**src/hw/rtl/rle8_pkg.sv**
```systemverilog
`default_nettype none
package rle8_pkg;

    localparam int MAX_ROW_BYTES = 4096;
    localparam int MAX_ROWS      = 1024;

    localparam int BYTE_W   = 8;
    localparam int WIDTH_W  = 13;
    localparam int ROWS_W   = 11;
    localparam int ADDR_W   = 22;
    localparam int COUNT_W  = 13;
    localparam int POS_W    = 23;
    localparam int COL_W    = 13;
    localparam int CFG_IDX_W = 1;
    localparam int CFG_DATA_W = 13;

    localparam int OUT_FIELDS_W = ADDR_W + COUNT_W + BYTE_W;
    localparam int OUT_TDATA_W  = ((OUT_FIELDS_W + 7) / 8) * 8;

    localparam logic [CFG_IDX_W-1:0] REG_WIDTH_PIXELS = 1'd0;
    localparam logic [CFG_IDX_W-1:0] REG_ROW_COUNT    = 1'd1;

    // Image geometry derived from the configuration registers
    typedef struct packed {
        logic [WIDTH_W-1:0] stride;
        logic [POS_W-1:0]   img_end;
    } t_geom;

    typedef struct packed {
        logic [ADDR_W-1:0]  addr;
        logic [COUNT_W-1:0] count;
        logic [BYTE_W-1:0]  value;
        logic               done;
    } t_result;

endpackage
`default_nettype wire

```
**src/hw/rtl/bmp_rle8_decoder.sv**
```systemverilog
`default_nettype none
// An accepted byte sits in the input register; its write command is registered in the queue.
// One byte per cycle unless the queue is full; parse and position update are combinational.
// Results sit in a two-entry output queue; input stalls only when that queue is full.
// Reset (synchronous, active low): parser idle, position and column zero, queue empty,
// width and row count both 1 (stride 4, image end 4).
module bmp_rle8_decoder (
    input  wire logic                                 i_clk,
    input  wire logic                                 i_rst_n,
    input  wire logic                                 i_s_tvalid,
    output logic                                      o_s_tready,
    input  wire logic [7:0]                           i_s_tdata,  // [7:0] data_byte
    input  wire logic                                 i_s_tuser,  // [0] start_image
    output logic                                      o_m_tvalid,
    input  wire logic                                 i_m_tready,
    // [21:0] write_addr, [34:22] fill_count, [42:35] fill_value, rest zero
    output logic [rle8_pkg::OUT_TDATA_W-1:0]          o_m_tdata,
    output logic                                      o_m_tlast,  // image_done
    input  wire logic                                 i_cfg_valid,
    output logic                                      o_cfg_ready,
    input  wire logic [rle8_pkg::CFG_IDX_W-1:0]       i_cfg_index,
    input  wire logic [rle8_pkg::CFG_DATA_W-1:0]      i_cfg_data
);
    import rle8_pkg::*;

    logic [WIDTH_W-1:0] r_stride, n_stride;
    logic [ROWS_W-1:0]  r_rows, n_rows;
    logic [POS_W-1:0]   r_img_end;
    logic [WIDTH_W-1:0] w_clamp;
    logic [ROWS_W-1:0]  h_clamp;
    logic [WIDTH_W+ROWS_W-1:0] end_prod;
    t_geom              geom;

    logic               r_in_valid;
    logic [7:0]         r_in_byte;
    logic               r_in_start;
    logic               fire;

    logic               res_valid;
    t_result            res;
    t_result            r_q0, r_q1;
    logic [1:0]         r_q_cnt;
    logic               push, pop;

    // configuration: clamp and precompute stride and image end
    assign o_cfg_ready = 1'b1;

    always_comb begin
        w_clamp = i_cfg_data[WIDTH_W-1:0];
        if (w_clamp == '0) begin
            w_clamp = WIDTH_W'(1);
        end else if (w_clamp > WIDTH_W'(MAX_ROW_BYTES)) begin
            w_clamp = WIDTH_W'(MAX_ROW_BYTES);
        end
        h_clamp = i_cfg_data[ROWS_W-1:0];
        if (h_clamp == '0) begin
            h_clamp = ROWS_W'(1);
        end else if (h_clamp > ROWS_W'(MAX_ROWS)) begin
            h_clamp = ROWS_W'(MAX_ROWS);
        end
        n_stride = r_stride;
        n_rows   = r_rows;
        if (i_cfg_valid) begin
            case (i_cfg_index)
                REG_WIDTH_PIXELS: n_stride = (w_clamp + WIDTH_W'(3)) & ~WIDTH_W'(3);
                REG_ROW_COUNT:    n_rows   = h_clamp;
                default:          n_stride = r_stride;
            endcase
        end
        end_prod = (WIDTH_W+ROWS_W)'(n_stride) * (WIDTH_W+ROWS_W)'(n_rows);
    end

    always_ff @(posedge i_clk) begin
        if (!i_rst_n) begin
            r_stride  <= WIDTH_W'(4);
            r_rows    <= ROWS_W'(1);
            r_img_end <= POS_W'(4);
        end else if (i_cfg_valid) begin
            r_stride  <= n_stride;
            r_rows    <= n_rows;
            r_img_end <= end_prod[POS_W-1:0];
        end
    end

    assign geom.stride  = r_stride;
    assign geom.img_end = r_img_end;

    // input register; process whenever the output queue has a free slot
    assign fire       = r_in_valid && (r_q_cnt != 2'd2);
    assign o_s_tready = !r_in_valid || fire;

    always_ff @(posedge i_clk) begin
        if (!i_rst_n) begin
            r_in_valid <= 1'b0;
        end else if (o_s_tready) begin
            r_in_valid <= i_s_tvalid;
        end
    end

    always_ff @(posedge i_clk) begin
        if (o_s_tready && i_s_tvalid) begin
            r_in_byte  <= i_s_tdata;
            r_in_start <= i_s_tuser;
        end
    end

    rle8_parse u_parse (
        .i_clk       (i_clk),
        .i_rst_n     (i_rst_n),
        .i_fire      (fire),
        .i_byte      (r_in_byte),
        .i_start     (r_in_start),
        .i_geom      (geom),
        .o_res_valid (res_valid),
        .o_res       (res)
    );

    // two-entry result queue
    assign push = fire && res_valid;
    assign pop  = o_m_tvalid && i_m_tready;

    always_ff @(posedge i_clk) begin
        if (!i_rst_n) begin
            r_q_cnt <= 2'd0;
        end else begin
            case ({push, pop})
                2'b10:   r_q_cnt <= r_q_cnt + 2'd1;
                2'b01:   r_q_cnt <= r_q_cnt - 2'd1;
                default: r_q_cnt <= r_q_cnt;
            endcase
        end
    end

    always_ff @(posedge i_clk) begin
        if (pop) begin
            if (push && r_q_cnt == 2'd1) begin
                r_q0 <= res;
            end else begin
                r_q0 <= r_q1;
                if (push) begin
                    r_q1 <= res;
                end
            end
        end else if (push) begin
            if (r_q_cnt == 2'd0) begin
                r_q0 <= res;
            end else begin
                r_q1 <= res;
            end
        end
    end

    assign o_m_tvalid = (r_q_cnt != 2'd0);
    assign o_m_tdata  = {{(OUT_TDATA_W-OUT_FIELDS_W){1'b0}}, r_q0.value, r_q0.count, r_q0.addr};
    assign o_m_tlast  = r_q0.done;

endmodule
`default_nettype wire

```
**src/hw/rtl/rle8_parse.sv**
```systemverilog
`default_nettype none
module rle8_parse (
    input  wire logic                   i_clk,
    input  wire logic                   i_rst_n,
    input  wire logic                   i_fire,
    input  wire logic [7:0]             i_byte,
    input  wire logic                   i_start,
    input  wire rle8_pkg::t_geom        i_geom,
    output logic                        o_res_valid,
    output rle8_pkg::t_result           o_res
);
    import rle8_pkg::*;

    typedef enum logic [2:0] {
        PH_FIRST   = 3'd0,
        PH_SECOND  = 3'd1,
        PH_DX      = 3'd2,
        PH_DY      = 3'd3,
        PH_LITERAL = 3'd4,
        PH_PAD     = 3'd5
    } t_phase;

    localparam logic [BYTE_W-1:0] ESC_EOL   = 8'h00;
    localparam logic [BYTE_W-1:0] ESC_EOB   = 8'h01;
    localparam logic [BYTE_W-1:0] ESC_DELTA = 8'h02;

    t_phase              r_phase, n_phase, a_phase;
    logic [BYTE_W-1:0]   r_held, n_held, a_held;
    logic [BYTE_W-1:0]   r_dx, n_dx, a_dx;
    logic [BYTE_W-1:0]   r_lit, n_lit, a_lit;
    logic                r_pad, n_pad, a_pad;
    logic [POS_W-1:0]    r_pos, n_pos, a_pos;
    logic [COL_W-1:0]    r_col, n_col, a_col;
    logic                r_fin, n_fin, a_fin;

    function automatic logic [COL_W-1:0] sat_col(input logic [COL_W:0] v);
        sat_col = v[COL_W] ? {COL_W{1'b1}} : v[COL_W-1:0];
    endfunction

    always_comb begin
        logic [POS_W-1:0]   room;
        logic               do_wr;
        logic [COUNT_W-1:0] wr_n;
        logic [BYTE_W-1:0]  wr_val;
        logic               col_clr;
        logic               clip;
        logic [COUNT_W-1:0] cnt;
        logic [20:0]        prod;
        logic [POS_W-1:0]   dpos;
        logic [COL_W:0]     dcol;
        logic [COL_W-1:0]   back;
        logic [BYTE_W-1:0]  lit_dec;

        // start-of-image clears everything before the byte is parsed
        a_phase = i_start ? PH_FIRST : r_phase;
        a_held  = i_start ? '0 : r_held;
        a_dx    = i_start ? '0 : r_dx;
        a_lit   = i_start ? '0 : r_lit;
        a_pad   = i_start ? 1'b0 : r_pad;
        a_pos   = i_start ? '0 : r_pos;
        a_col   = i_start ? '0 : r_col;
        a_fin   = i_start ? 1'b0 : r_fin;

        n_phase = a_phase;
        n_held  = a_held;
        n_dx    = a_dx;
        n_lit   = a_lit;
        n_pad   = a_pad;
        n_pos   = a_pos;
        n_col   = a_col;
        n_fin   = a_fin;

        o_res_valid = 1'b0;
        o_res       = '0;

        room    = i_geom.img_end - a_pos;
        do_wr   = 1'b0;
        wr_n    = '0;
        wr_val  = '0;
        col_clr = 1'b0;
        prod    = 21'(i_geom.stride[COL_W-1:2]) * 21'(i_byte);
        dpos    = a_pos + POS_W'({prod, 2'b00}) + POS_W'(a_dx);
        dcol    = {1'b0, a_col} + (COL_W+1)'(a_dx);
        back    = a_col - i_geom.stride;
        lit_dec = (a_lit != '0) ? a_lit - 8'd1 : a_lit;

        if (!a_fin) begin
            if (a_pos >= i_geom.img_end) begin
                o_res_valid = 1'b1;
                o_res.done  = 1'b1;
                n_fin       = 1'b1;
            end else begin
                case (a_phase)
                    PH_FIRST: begin
                        n_held  = i_byte;
                        n_phase = PH_SECOND;
                    end
                    PH_SECOND: begin
                        n_phase = PH_FIRST;
                        if (a_held != '0) begin
                            do_wr  = 1'b1;
                            wr_n   = COUNT_W'(a_held);
                            wr_val = i_byte;
                        end else if (i_byte == ESC_EOL) begin
                            n_col = '0;
                            if (a_col < i_geom.stride) begin
                                do_wr   = 1'b1;
                                wr_n    = i_geom.stride - a_col;
                                col_clr = 1'b1;
                            end else if (a_col > i_geom.stride) begin
                                // step back to the row end after an overshoot
                                n_pos = (POS_W'(back) > a_pos) ? '0 : a_pos - POS_W'(back);
                            end
                        end else if (i_byte == ESC_EOB) begin
                            o_res_valid = 1'b1;
                            o_res.done  = 1'b1;
                            n_fin       = 1'b1;
                        end else if (i_byte == ESC_DELTA) begin
                            n_phase = PH_DX;
                        end else begin
                            n_lit   = i_byte;
                            n_pad   = i_byte[0];
                            n_phase = PH_LITERAL;
                        end
                    end
                    PH_DX: begin
                        n_dx    = i_byte;
                        n_phase = PH_DY;
                    end
                    PH_DY: begin
                        n_phase = PH_FIRST;
                        n_pos   = dpos;
                        if (dcol > {1'b0, i_geom.stride}) begin
                            dcol = dcol - {1'b0, i_geom.stride};
                        end
                        n_col = sat_col(dcol);
                        if (dpos >= i_geom.img_end) begin
                            o_res_valid = 1'b1;
                            o_res.done  = 1'b1;
                            n_fin       = 1'b1;
                        end
                    end
                    PH_LITERAL: begin
                        n_lit = lit_dec;
                        if (lit_dec == '0) begin
                            n_phase = a_pad ? PH_PAD : PH_FIRST;
                        end
                        do_wr  = 1'b1;
                        wr_n   = COUNT_W'(1);
                        wr_val = i_byte;
                    end
                    PH_PAD: begin
                        n_phase = PH_FIRST;
                        n_pad   = 1'b0;
                    end
                    default: begin
                        n_phase = PH_FIRST;
                    end
                endcase
            end
        end

        // clipped write at the current position
        clip = (POS_W'(wr_n) >= room);
        cnt  = clip ? room[COUNT_W-1:0] : wr_n;
        if (do_wr) begin
            o_res_valid = 1'b1;
            o_res.addr  = a_pos[ADDR_W-1:0];
            o_res.count = cnt;
            o_res.value = wr_val;
            o_res.done  = clip;
            n_pos       = a_pos + POS_W'(cnt);
            n_col       = col_clr ? '0 : sat_col({1'b0, a_col} + (COL_W+1)'(cnt));
            if (clip) begin
                n_fin = 1'b1;
            end
        end
    end

    always_ff @(posedge i_clk) begin
        if (!i_rst_n) begin
            r_phase <= PH_FIRST;
            r_held  <= '0;
            r_dx    <= '0;
            r_lit   <= '0;
            r_pad   <= 1'b0;
            r_pos   <= '0;
            r_col   <= '0;
            r_fin   <= 1'b0;
        end else if (i_fire) begin
            r_phase <= n_phase;
            r_held  <= n_held;
            r_dx    <= n_dx;
            r_lit   <= n_lit;
            r_pad   <= n_pad;
            r_pos   <= n_pos;
            r_col   <= n_col;
            r_fin   <= n_fin;
        end
    end

endmodule
`default_nettype wire

```
**config.mk**
```make
export PLATFORM = sky130hd
export DESIGN_NAME = bmp_rle8_decoder
export DESIGN_NICKNAME = d
export VERILOG_FILES = /design/src/hw/rtl/rle8_pkg.sv /design/src/hw/rtl/bmp_rle8_decoder.sv /design/src/hw/rtl/rle8_parse.sv
export SDC_FILE = /design/constraint.sdc
export NUM_CORES = 1
export LEC_CHECK = 0
export ABC_CLOCK_PERIOD_IN_PS = 13500
export BUFFER_PORTS_ARGS = -buffer_cell sky130_fd_sc_hd__buf_2
export CORE_ASPECT_RATIO = 1.5
export CORE_MARGIN = 2
export CORE_UTILIZATION = 45
export DETAILED_ROUTE_END_ITERATION = 8
export GPL_ROUTABILITY_DRIVEN = 0
export SYNTH_ARGS = -nofsm -noshare
export SYNTH_HDL_FRONTEND = slang
export SYNTH_SLANG_ARGS = --single-unit
```
**constraint.sdc**
```tcl
create_clock -name i_clk -period 13.5 [get_ports i_clk]
set_input_delay 2.7 -clock i_clk [delete_from_list [all_inputs] [get_ports i_clk]]
set_output_delay 2.7 -clock i_clk [all_outputs]
set_load 0.02 [all_outputs]
```
==> results of run 1 <==
==> layout by cell type, fill, tap and decap left out, types with 58 or more instances in the layout <==
| cell type | count |
|---|---|
| a21oi_1 | 186 |
| and2_1 | 110 |
| buf_2 | 73 |
| dfxtp_1 | 115 |
| edfxtp_1 | 97 |
| fa_1 | 166 |
| ha_1 | 285 |
| inv_1 | 349 |
| mux2_2 | 58 |
| nand2_1 | 280 |
| nand3_1 | 64 |
| nor2_1 | 275 |
| nor3_1 | 70 |
| o21ai_0 | 159 |
| xnor2_1 | 103 |
==> flip-flops by register name (all words and copies together) (netlist names) <==
| register | count |
|---|---|
| r_in_start | 1 |
| r_img_end | 23 |
| r_in_byte | 8 |
| u_parse.r_col | 13 |
| u_parse.r_pos | 23 |
| o_m_tlast | 1 |
| u_parse.r_dx | 8 |
| u_parse.r_held | 8 |
| o_m_tdata | 43 |
| u_parse.r_pad | 1 |
| r_q_cnt | 2 |
| u_parse.r_phase | 3 |
| r_rows | 11 |
| r_in_valid | 1 |
| r_stride | 13 |
| u_parse.r_lit | 8 |
| u_parse.r_fin | 1 |
| r_q1 | 44 |
==> logic make-up (layout without fill, tap and decap cells) <==
kind of cell / count (synthesis) / count (layout) / share of synthesized area (%)
xor+xnor: 148 / 148 / 5.11
flops: 212 / 212 / 20.6
fa+ha+maj: 451 / 451 / 27.1
simple gates: 992 / 992 / 18.6
compound gates: 713 / 713 / 18.1
mux: 81 / 81 / 3.48
buf+inv: 460 / 514 / 6.96
other cells: 2 / 9 / 0.0296
==> metrics by stage <==
step,instances,worst slack (ps),instance area (um2),power (W),hold WS (ps)
2_1_floorplan,3063,910,25400,0.00156,432
3_3_place_gp,3773,3330,26500,0.00187,463
3_5_place_dp,3773,3260,26500,0.00189,464
4_1_cts,3819,3750,27400,0.00261,478
5_1_grt,3819,2810,27400,0.00275,502
6_report,3822,3440,27400,0.00262,480
==> worst register-to-register path: cells and delay by family (launching register included) <==
family / cells / cell delay, ps
AOI/OAI and AO/OA: 12 / 3650
xor gates and xnor gates: 1 / 150
adders and majority gates: 3 / 1100
buffers and inverters: 4 / 1170
DFF: 1 / 360
muxes: 1 / 450
and+or+nand+nor: 12 / 3130
==> power by group through the flow <==
| stage | logic [W] | registers [W] | clock network [W] |
|---|---|---|---|
| global placement | 0.00106 | 0.000808 | 0 |
| finish | 0.00110 | 0.000795 | 0.000722 |
| detailed placement | 0.00108 | 0.000809 | 0 |
| global route | 0.00120 | 0.000802 | 0.000750 |
| floorplan | 0.000714 | 0.000848 | 0 |
| CTS | 0.00109 | 0.000795 | 0.000729 |
==> final cells by class <==
class / count / area, um2 / share of cell area [%]
tap: 702 / 878 / 3.21
sequential: 212 / 5220 / 19.0
clock buffer: 30 / 654 / 2.39
multi-input combinational: 2391 / 18400 / 67.3
clock inverter: 16 / 184 / 0.671
inverter: 352 / 1320 / 4.82
timing repair buffer: 116 / 688 / 2.51
antenna: 3 / 7.51 / 0.0274
==> worst paths after layout <==
check | to | slack (ps)
worst min-delay path | u_parse.r_pos[0] | 480
worst min register to register | u_parse.r_pos[0] | 480
worst max register to register | u_parse.r_pos[17] | 3440
worst max-delay path | u_parse.r_pos[17] | 3440
==> per-layer routing <==
metal / GRT usage, % / vias up / wire length (um)
met5: 0 / - / 0
met4: 20.9 / 0 / 6930
met3: 3.73 / 348 / 5600
met2: 52.4 / 1026 / 42600
met1: 33.0 / 11099 / 31900
li1: - / 10684 / -
==> results.json, run 1 <==
{
  "hp-class": "flip-flop to flip-flop",
  "finalCritPeriodShare_pct": 74.6,
  "cts_resized": 0,
  "worst-path-max-fanout": 58,
  "yosysMostFrequentCell": "inv_1",
  "fin_crit_ps": 10060,
  "status": "finished, final reports clean",
  "grtUsageTotal_pct": 29.7,
  "ys_ff_latch": 212,
  "cts_setup_buffers": 0,
  "yosysWarningCount": 0,
  "r2r_start": "r_in_start",
  "final-hold-violation-count": 0,
  "grt_pass1_vias": 23296,
  "fin_nets": 3577,
  "netlist-cell-type-count": 85,
  "p_int_w": 0.00155,
  "synth_top_cell_by_area": "ha_1",
  "die_y_um": 295,
  "wl_per_cell_um": 22.8,
  "synth.top_cell.area_share_pct": 14.1,
  "ys_top_cells_by_area": "ha_1 (14%), fa_1 (13%), edfxtp_1 (11%), dfxtp_1 (9.1%), inv_1 (5.2%)",
  "via_count": 23157,
  "dp_hpwl_mm": 68.5,
  "route.detailed.drc": 0,
  "setup_viol": 0,
  "tightest_slew_ps": 1140,
  "row_count": 106,
  "arrival_ps": 10560,
  "cp_top_family": "compound AO/OA/AOI/OAI gates",
  "core_area_mm2": 0.0557,
  "syn_avg_cell_area_um2": 8.30,
  "synth.cell_area_mm2": 0.0254,
  "clkPwrFrac_pct": 27.6,
  "critPathBufInv": 4,
  "cp.depth": 33,
  "cp-end-kind": "flip-flop",
  "ioPinCount": 80,
  "routed_wl_mm": 87.1,
  "path_class": "flip-flop to flip-flop",
  "syn_inst": 3059,
  "final_core_utilization_pct": 49.2,
  "cts_buffers": 25,
  "clk_pin_slew_ps": 60,
  "drtPass1Iterations": 7,
  "p_switching_w": 0.00107,
  "grt_pass1_wl_mm": 133,
  "initialDrtViolationCount": 1790,
  "viasPerCell": 6.06,
  "fin_tns_setup_ps": 0,
  "critPathLaunch": "r_in_start",
  "hold_path_startpoint": "u_parse.r_pos[0]",
  "antenna_found_initial": 0,
  "clk_path_buf_depth": 3,
  "clkLatencyLatePin_ps": 580,
  "cts_tree": "yes",
  "required_ps": 13990,
  "ant_nets": 0,
  "slew_headroom_pct": 24.1,
  "pwr-share-comb_pct": 42.1,
  "switching_share_pct": 40.7,
  "hold_buffers": 0,
  "cts_sinks": 212,
  "slowest_delay_ps": 810,
  "fp.dieW_um": 198,
  "grt_overflow": 0,
  "p_per_area_mw_per_mm2": 95.7,
  "seqPwrFrac_pct": 30.3,
  "vdd_drop_max_v": 0.0000912,
  "yosysSeqAreaShare_pct": 20.6,
  "numPortBuffers": 73,
  "rsz0062_at_grt": "false",
  "area_growth_pct": 7.94,
  "start_kind": "flip-flop",
  "worst-r2r-cell-count": 33,
  "clockRootBuffer": "clkbuf_16",
  "hold_path_depth": 2,
  "slew_violations": 0,
  "start_util_pct": 45.6,
  "dieArea_mm2": 0.0583,
  "h-tree-depth": 1,
  "synth-edff-count": 97,
  "critPathSlowestCell": "a41oi_1",
  "drive_above_1_share_pct": 7.99,
  "fin_skew_ps": 19.3,
  "async_reset_ff_share_pct": 0,
  "grt_max_degree": 59,
  "cellLeakagePower_nw": 12.4,
  "fillers": 5427,
  "synthTopCellsByCount": "inv_1 (351), ha_1 (285), nand2_1 (280), nor2_1 (277), a21oi_1 (186)",
  "timing.max_cap.violations": 0,
  "fmax_ghz": 0.0994,
  "synth_ff_type": "dfxtp_1"
}
No activity file was read; power rests on OpenSTA's default activity.
==> inputs of run 2 (changes only) <==
- ABC_AREA: unset -> 1
- ABC_CLOCK_PERIOD_IN_PS: 13500 -> 10500
- clock period: 13.5 -> 10.5 ns (I/O delays scaled with it)
==> run 2 against run 1 <==
Net effect:
- wire length grew 16%
- combinational power is 110% higher
- synthesized cell count grew 40%
- clock skew increased by 13 ps
- register-to-register slack lost 2500 ps
- synthesized area up 12%
- design area rose by 11%
- sequential power increased by 36%
==> results.json, run 2 <==
{
  "final_cell_mix": "nand2_1 (1135), inv_1 (712), nor2_1 (370), a21oi_1 (352), ha_1 (285)",
  "syn_avg_cell_area_um2": 6.66,
  "worst-path-max-fanout": 23,
  "clk_pin_slew_ps": 60,
  "h-tree-depth": 1,
  "antenna_found_initial": 2,
  "final-hold-violation-count": 0,
  "yosysSeqAreaShare_pct": 18.3,
  "switching_share_pct": 48.0,
  "ant_nets": 0,
  "crit_top_cell": "nand2_1",
  "via_count": 28026,
  "synth_top_cell_by_area": "nand2_1",
  "fin_crit_ps": 9610,
  "ys_ff_latch": 212,
  "cp_top_family": "adder cells",
  "numPortBuffers": 73,
  "rrSetupSlack_ps": 890,
  "wl_per_cell_um": 19.8,
  "largest_register_ffs": 44,
  "ys_top_cells_by_area": "nand2_1 (15%), ha_1 (13%), fa_1 (12%), edfxtp_1 (10%), inv_1 (9.4%)",
  "clk_path_buf_depth": 3,
  "worst-r2r-cell-count": 45,
  "netlist-cell-type-count": 56,
  "multi_input_area_mm2": 0.0199,
  "synth.cell_area_mm2": 0.0284,
  "grt_pass1_vias": 26807,
  "fmax_ghz": 0.104,
  "mostFrequentLayoutCell": "nand2_1",
  "synth-edff-count": 97,
  "synth.top_cell.area_share_pct": 15.0,
  "rsz0062_at_grt": "false",
  "pwr-share-comb_pct": 52.3,
  "yosysMostFrequentCell": "nand2_1",
  "drive_above_1_share_pct": 5.79,
  "sequential_cell_area_mm2": 0.00522,
  "antennaDiodeCount": 0,
  "hold_buffers": 0,
  "slowest_delay_ps": 750,
  "p_per_area_mw_per_mm2": 143,
  "row_count": 112,
  "p_int_w": 0.00227,
  "fillers": 6524,
  "start_util_pct": 45.6,
  "grt_overflow": 0,
  "finalCritPeriodShare_pct": 91.5,
  "grt_max_degree": 71,
  "p_switching_w": 0.00209,
  "fp.dieW_um": 209,
  "route.detailed.drc": 0,
  "placed_area_mm2": 0.0295,
  "power_w": 0.00437,
  "fin_skew_ps": 32.1,
  "rr_endpoint": "r_q1[29]",
  "slew_headroom_pct": 21.3,
  "regMostFlops": "r_q1",
  "yosysWarningCount": 0,
  "cts_setup_buffers": 0,
  "whs_endpoint": "u_parse.r_held[5]",
  "tightest_slew_ps": 1180,
  "cp-end-kind": "flip-flop",
  "ioPinCount": 80,
  "timing.max_cap.violations": 0,
  "async_reset_ff_share_pct": 0,
  "core_area_mm2": 0.0624,
  "start_kind": "flip-flop",
  "initialDrtViolationCount": 2126,
  "hold_path_startpoint": "u_parse.r_held[5]",
  "fin_nets": 4760,
  "design_area_mm2": 0.0305,
  "syn_inst": 4268,
  "hp-class": "flip-flop to flip-flop",
  "cts_tree": "yes",
  "slew_violations": 0,
  "viasPerCell": 5.50,
  "arrival_ps": 9960,
  "r2r_start": "r_in_byte[2]",
  "cts_resized": 0,
  "clkPwrFrac_pct": 23.0,
  "cts_buffers": 26,
  "critPathSlowestCell": "edfxtp_1",
  "fin_tns_setup_ps": 0,
  "seqPwrFrac_pct": 24.8,
  "clockRootBuffer": "clkbuf_16",
  "cellLeakagePower_nw": 15.9,
  "vdd_drop_max_v": 0.000104,
  "critPathBufInv": 8,
  "synthTopCellsByCount": "nand2_1 (1135), inv_1 (713), nor2_1 (373), a21oi_1 (353), ha_1 (285)",
  "grt_pass1_wl_mm": 153,
  "dieArea_mm2": 0.0652,
  "area_growth_pct": 7.11,
  "status": "finished, final reports clean",
  "clkLatencyLatePin_ps": 620,
  "die_y_um": 312,
  "dp_hpwl_mm": 80.9,
  "hold_path_depth": 2,
  "required_ps": 10850,
  "synth_ff_type": "dfxtp_1",
  "cts_sinks": 212,
  "routed_wl_mm": 101,
  "path_class": "flip-flop to flip-flop",
  "drtPass1Iterations": 6,
  "setup_viol": 0,
  "grtUsageTotal_pct": 30.5
}
run 2: cell families after synthesis:
| family | Yosys count | synth area share (%) |
|---|---|---|
| and+or+nand+nor | 1902 | 27.9 |
| buffers and inverters | 875 | 11.9 |
| AOI/OAI and AO/OA | 692 | 13.4 |
| adders and majority gates | 451 | 24.2 |
| DFF | 212 | 18.3 |
| xor gates and xnor gates | 134 | 4.13 |
| other | 2 | 0.0264 |
run 2: worst max-delay path by stage:
stage / from / to / cells past startpoint
floorplan: r_in_byte[2] / o_m_tdata[0] / 44
global placement: r_in_byte[2] / r_q1[37] / 45
detailed placement: r_in_byte[2] / r_q1[40] / 45
CTS: r_in_byte[2] / r_q1[34] / 45
global route: r_in_byte[2] / r_q1[34] / 45
finish: r_in_byte[2] / r_q1[29] / 45
run 2: final cells by class:
class                      instances  share of cell area [%]
multi-input combinational       3185                    65.2
sequential                       212                    17.1
inverter                         741                    9.14
tap                              798                    3.28
timing repair buffer             115                    2.24
clock buffer                      32                    2.21
clock inverter                    16                   0.772
run 2: tightest hold or removal path: cells and delay by family (launching register included):
kind / cells / cell delay (ps)
AO/OA/AOI/OAI: 1 / 50
flip-flops: 1 / 310
AND/OR/NAND/NOR: 1 / 60
run 2: stage by stage:
step	util [%]	cells	setup slack, ps	hold WS, ps
4_1_cts	48.8	5099	938	468
6_report	48.8	5099	894	463
2_1_floorplan	-	4272	1120	445
3_5_place_dp	47.4	5051	942	458
3_3_place_gp	47.4	5051	1080	454
5_1_grt	48.8	5099	86.5	482
run 2: metal layers:
layer	global-route usage [%]	vias up	wire, um
met5	0	-	0
met2	53.0	1069	48700
met4	21.6	0	8540
met3	2.78	333	6040
met1	35.2	13001	38000
li1	-	13623	-
run 2: power by group through the flow:
| stage | combinational (W) | sequential, W | clock [W] |
|---|---|---|---|
| global route | 0.00252 | 0.00109 | 0.00104 |
| detailed placement | 0.00224 | 0.00110 | 0 |
| finish | 0.00228 | 0.00108 | 0.00100 |
| CTS | 0.00225 | 0.00108 | 0.00102 |
| global placement | 0.00224 | 0.00110 | 0 |
| floorplan | 0.00152 | 0.00116 | 0 |
==> inputs of run 3 (changes only) <==
- CORE_MARGIN: 2 -> 1.5
==> run 3 against run 2 <==
Net effect:
- wire length shrank 0.57%
- die area shrank 0.80%
- non-clock buffer count shrank 2
- clock power shrank 7%
==> results.json, run 3 (same netlist as run 2, synthesis figures left out) <==
{
  "status": "finished, final reports clean",
  "cts_resized": 0,
  "arrival_ps": 9750,
  "mostFrequentLayoutCell": "nand2_1",
  "cts_sinks": 212,
  "setup_viol": 0,
  "dp_hpwl_mm": 80.9,
  "required_ps": 10750,
  "vdd_drop_max_v": 0.000103,
  "cellLeakagePower_nw": 15.9,
  "worst-r2r-cell-count": 47,
  "slew_violations": 0,
  "power_w": 0.00429,
  "initialDrtViolationCount": 2318,
  "ioPinCount": 80,
  "final-instance-count-excl-fill": 5094,
  "fmax_ghz": 0.105,
  "p_per_area_mw_per_mm2": 141,
  "critPathSlowestCell": "edfxtp_1",
  "start_kind": "flip-flop",
  "hold_buffers": 0,
  "drtPass1Iterations": 6,
  "hold_path_depth": 2,
  "grt_overflow": 0,
  "crit_top_cell": "nand2_1",
  "p_int_w": 0.00221,
  "grt_pass1_wl_mm": 152,
  "grt_pass1_vias": 26842,
  "clk_pin_slew_ps": 60,
  "clk_path_buf_depth": 3,
  "rsz0062_at_grt": "false",
  "route.detailed.drc": 0,
  "h-tree-depth": 1,
  "row_count": 112,
  "clkPwrFrac_pct": 21.7,
  "hold_path_startpoint": "u_parse.r_held[5]",
  "grtUsageTotal_pct": 30.5,
  "final_cell_mix": "nand2_1 (1135), inv_1 (712), nor2_1 (370), a21oi_1 (352), ha_1 (285)",
  "cts_setup_buffers": 0,
  "fin_tns_setup_ps": 0,
  "rr_endpoint": "r_q1[38]",
  "antennaDiodeCount": 0,
  "antenna_found_initial": 0,
  "clkLatencyLatePin_ps": 610,
  "slowest_delay_ps": 760,
  "clockRootBuffer": "clkbuf_16",
  "die_y_um": 311,
  "routed_wl_mm": 101,
  "pwr-share-comb_pct": 53.1,
  "fp.dieW_um": 208,
  "grt_max_degree": 66,
  "switching_share_pct": 48.6,
  "fin_skew_ps": 27.0,
  "hold_slack_ps": 462,
  "path_class": "flip-flop to flip-flop",
  "fin_nets": 4757,
  "timing.max_cap.violations": 0,
  "cp-end-kind": "flip-flop",
  "seqPwrFrac_pct": 25.2,
  "rrSetupSlack_ps": 1000,
  "finalCritPeriodShare_pct": 90.5,
  "core_area_mm2": 0.0624,
  "viasPerCell": 5.51,
  "dp_cells": 5049,
  "cp_top_family": "adder cells",
  "whs_endpoint": "u_parse.r_held[5]",
  "area_growth_pct": 6.78,
  "final-hold-violation-count": 0,
  "dieArea_mm2": 0.0647,
  "ant_nets": 0,
  "p_switching_w": 0.00208,
  "regMostFlops": "r_q1",
  "via_count": 28090,
  "cts_buffers": 25,
  "hp-class": "flip-flop to flip-flop",
  "start_util_pct": 45.6,
  "largest_register_ffs": 44,
  "cts_tree": "yes",
  "numPortBuffers": 73,
  "r2r_start": "r_in_byte[2]",
  "fillers": 6518,
  "worst-path-max-fanout": 35,
  "wl_per_cell_um": 19.8,
  "fin_crit_ps": 9500,
  "drive_above_1_share_pct": 5.73,
  "critPathBufInv": 8,
  "tightest_slew_ps": 1200,
  "slew_headroom_pct": 19.9
}
run 3: cell types whose count changed in the layout (fill, tap and decap cells not counted):
cell / change
clkinv_8: -1
clkinvlp_4: -3
clkinv_2: +3
bufinv_16: -2
clkbuf_1: -3
clkbuf_16: -1
inv_16: +1
inv_6: -1
buf_4: -2
clkinv_4: +3
clkinv_1: +1
run 3: layout make-up:
| type | count | area, um2 | share of cell area [%] |
|---|---|---|---|
| clock inverter | 17 | 193 | 0.635 |
| multi-input combinational | 3185 | 19900 | 65.4 |
| tap | 798 | 998 | 3.29 |
| timing repair buffer | 113 | 666 | 2.19 |
| inverter | 741 | 2780 | 9.17 |
| clock buffer | 28 | 637 | 2.10 |
| sequential | 212 | 5220 | 17.2 |
run 3: worst reg2reg max path: cells and delay by family, from the launching register on:
kind	cells	cell delay, ps
AOI/OAI and AO/OA	5	730
xor gates and xnor gates	1	130
adders and majority gates	9	3500
buffers and inverters	8	1060
DFF	1	760
and+or+nand+nor	24	2950
run 3: worst max-delay path by stage:
stage / endpoint / depth (start not counted) / slack, ps / from
2_1_floorplan: o_m_tdata[0] / 44 / 1120 / r_in_byte[2]
3_3_place_gp: r_q1[41] / 47 / 1180 / r_in_byte[2]
3_5_place_dp: r_q1[41] / 47 / 1040 / r_in_byte[2]
4_1_cts: r_q1[41] / 47 / 1020 / r_in_byte[2]
5_1_grt: r_q1[42] / 47 / 250 / r_in_byte[2]
6_report: r_q1[38] / 47 / 1000 / r_in_byte[2]
run 3: layer usage:
layer	routed length, um	up-vias	GRT usage [%]
met3	6090	323	2.70
met1	37900	13046	35.1
met5	0	-	0
li1	-	13614	-
met4	8180	0	21.6
met2	48500	1107	53.0
run 3: through the flow:
stage          util (%)  cell area, um2  setup WS [ps]
2_1_floorplan         -           28400           1120
4_1_cts            48.7           30400           1020
3_5_place_dp       47.4           29500           1040
5_1_grt            48.7           30400            252
6_report           48.7           30400            997
3_3_place_gp       47.4           29500           1180
run 3: power by group through the flow:
stage / registers (W) / logic (W) / clock network, W
6_report: 0.00108 / 0.00228 / 0.000931
3_3_place_gp: 0.00110 / 0.00223 / 0
3_5_place_dp: 0.00110 / 0.00223 / 0
4_1_cts: 0.00108 / 0.00225 / 0.000950
2_1_floorplan: 0.00116 / 0.00152 / 0
5_1_grt: 0.00109 / 0.00250 / 0.000973
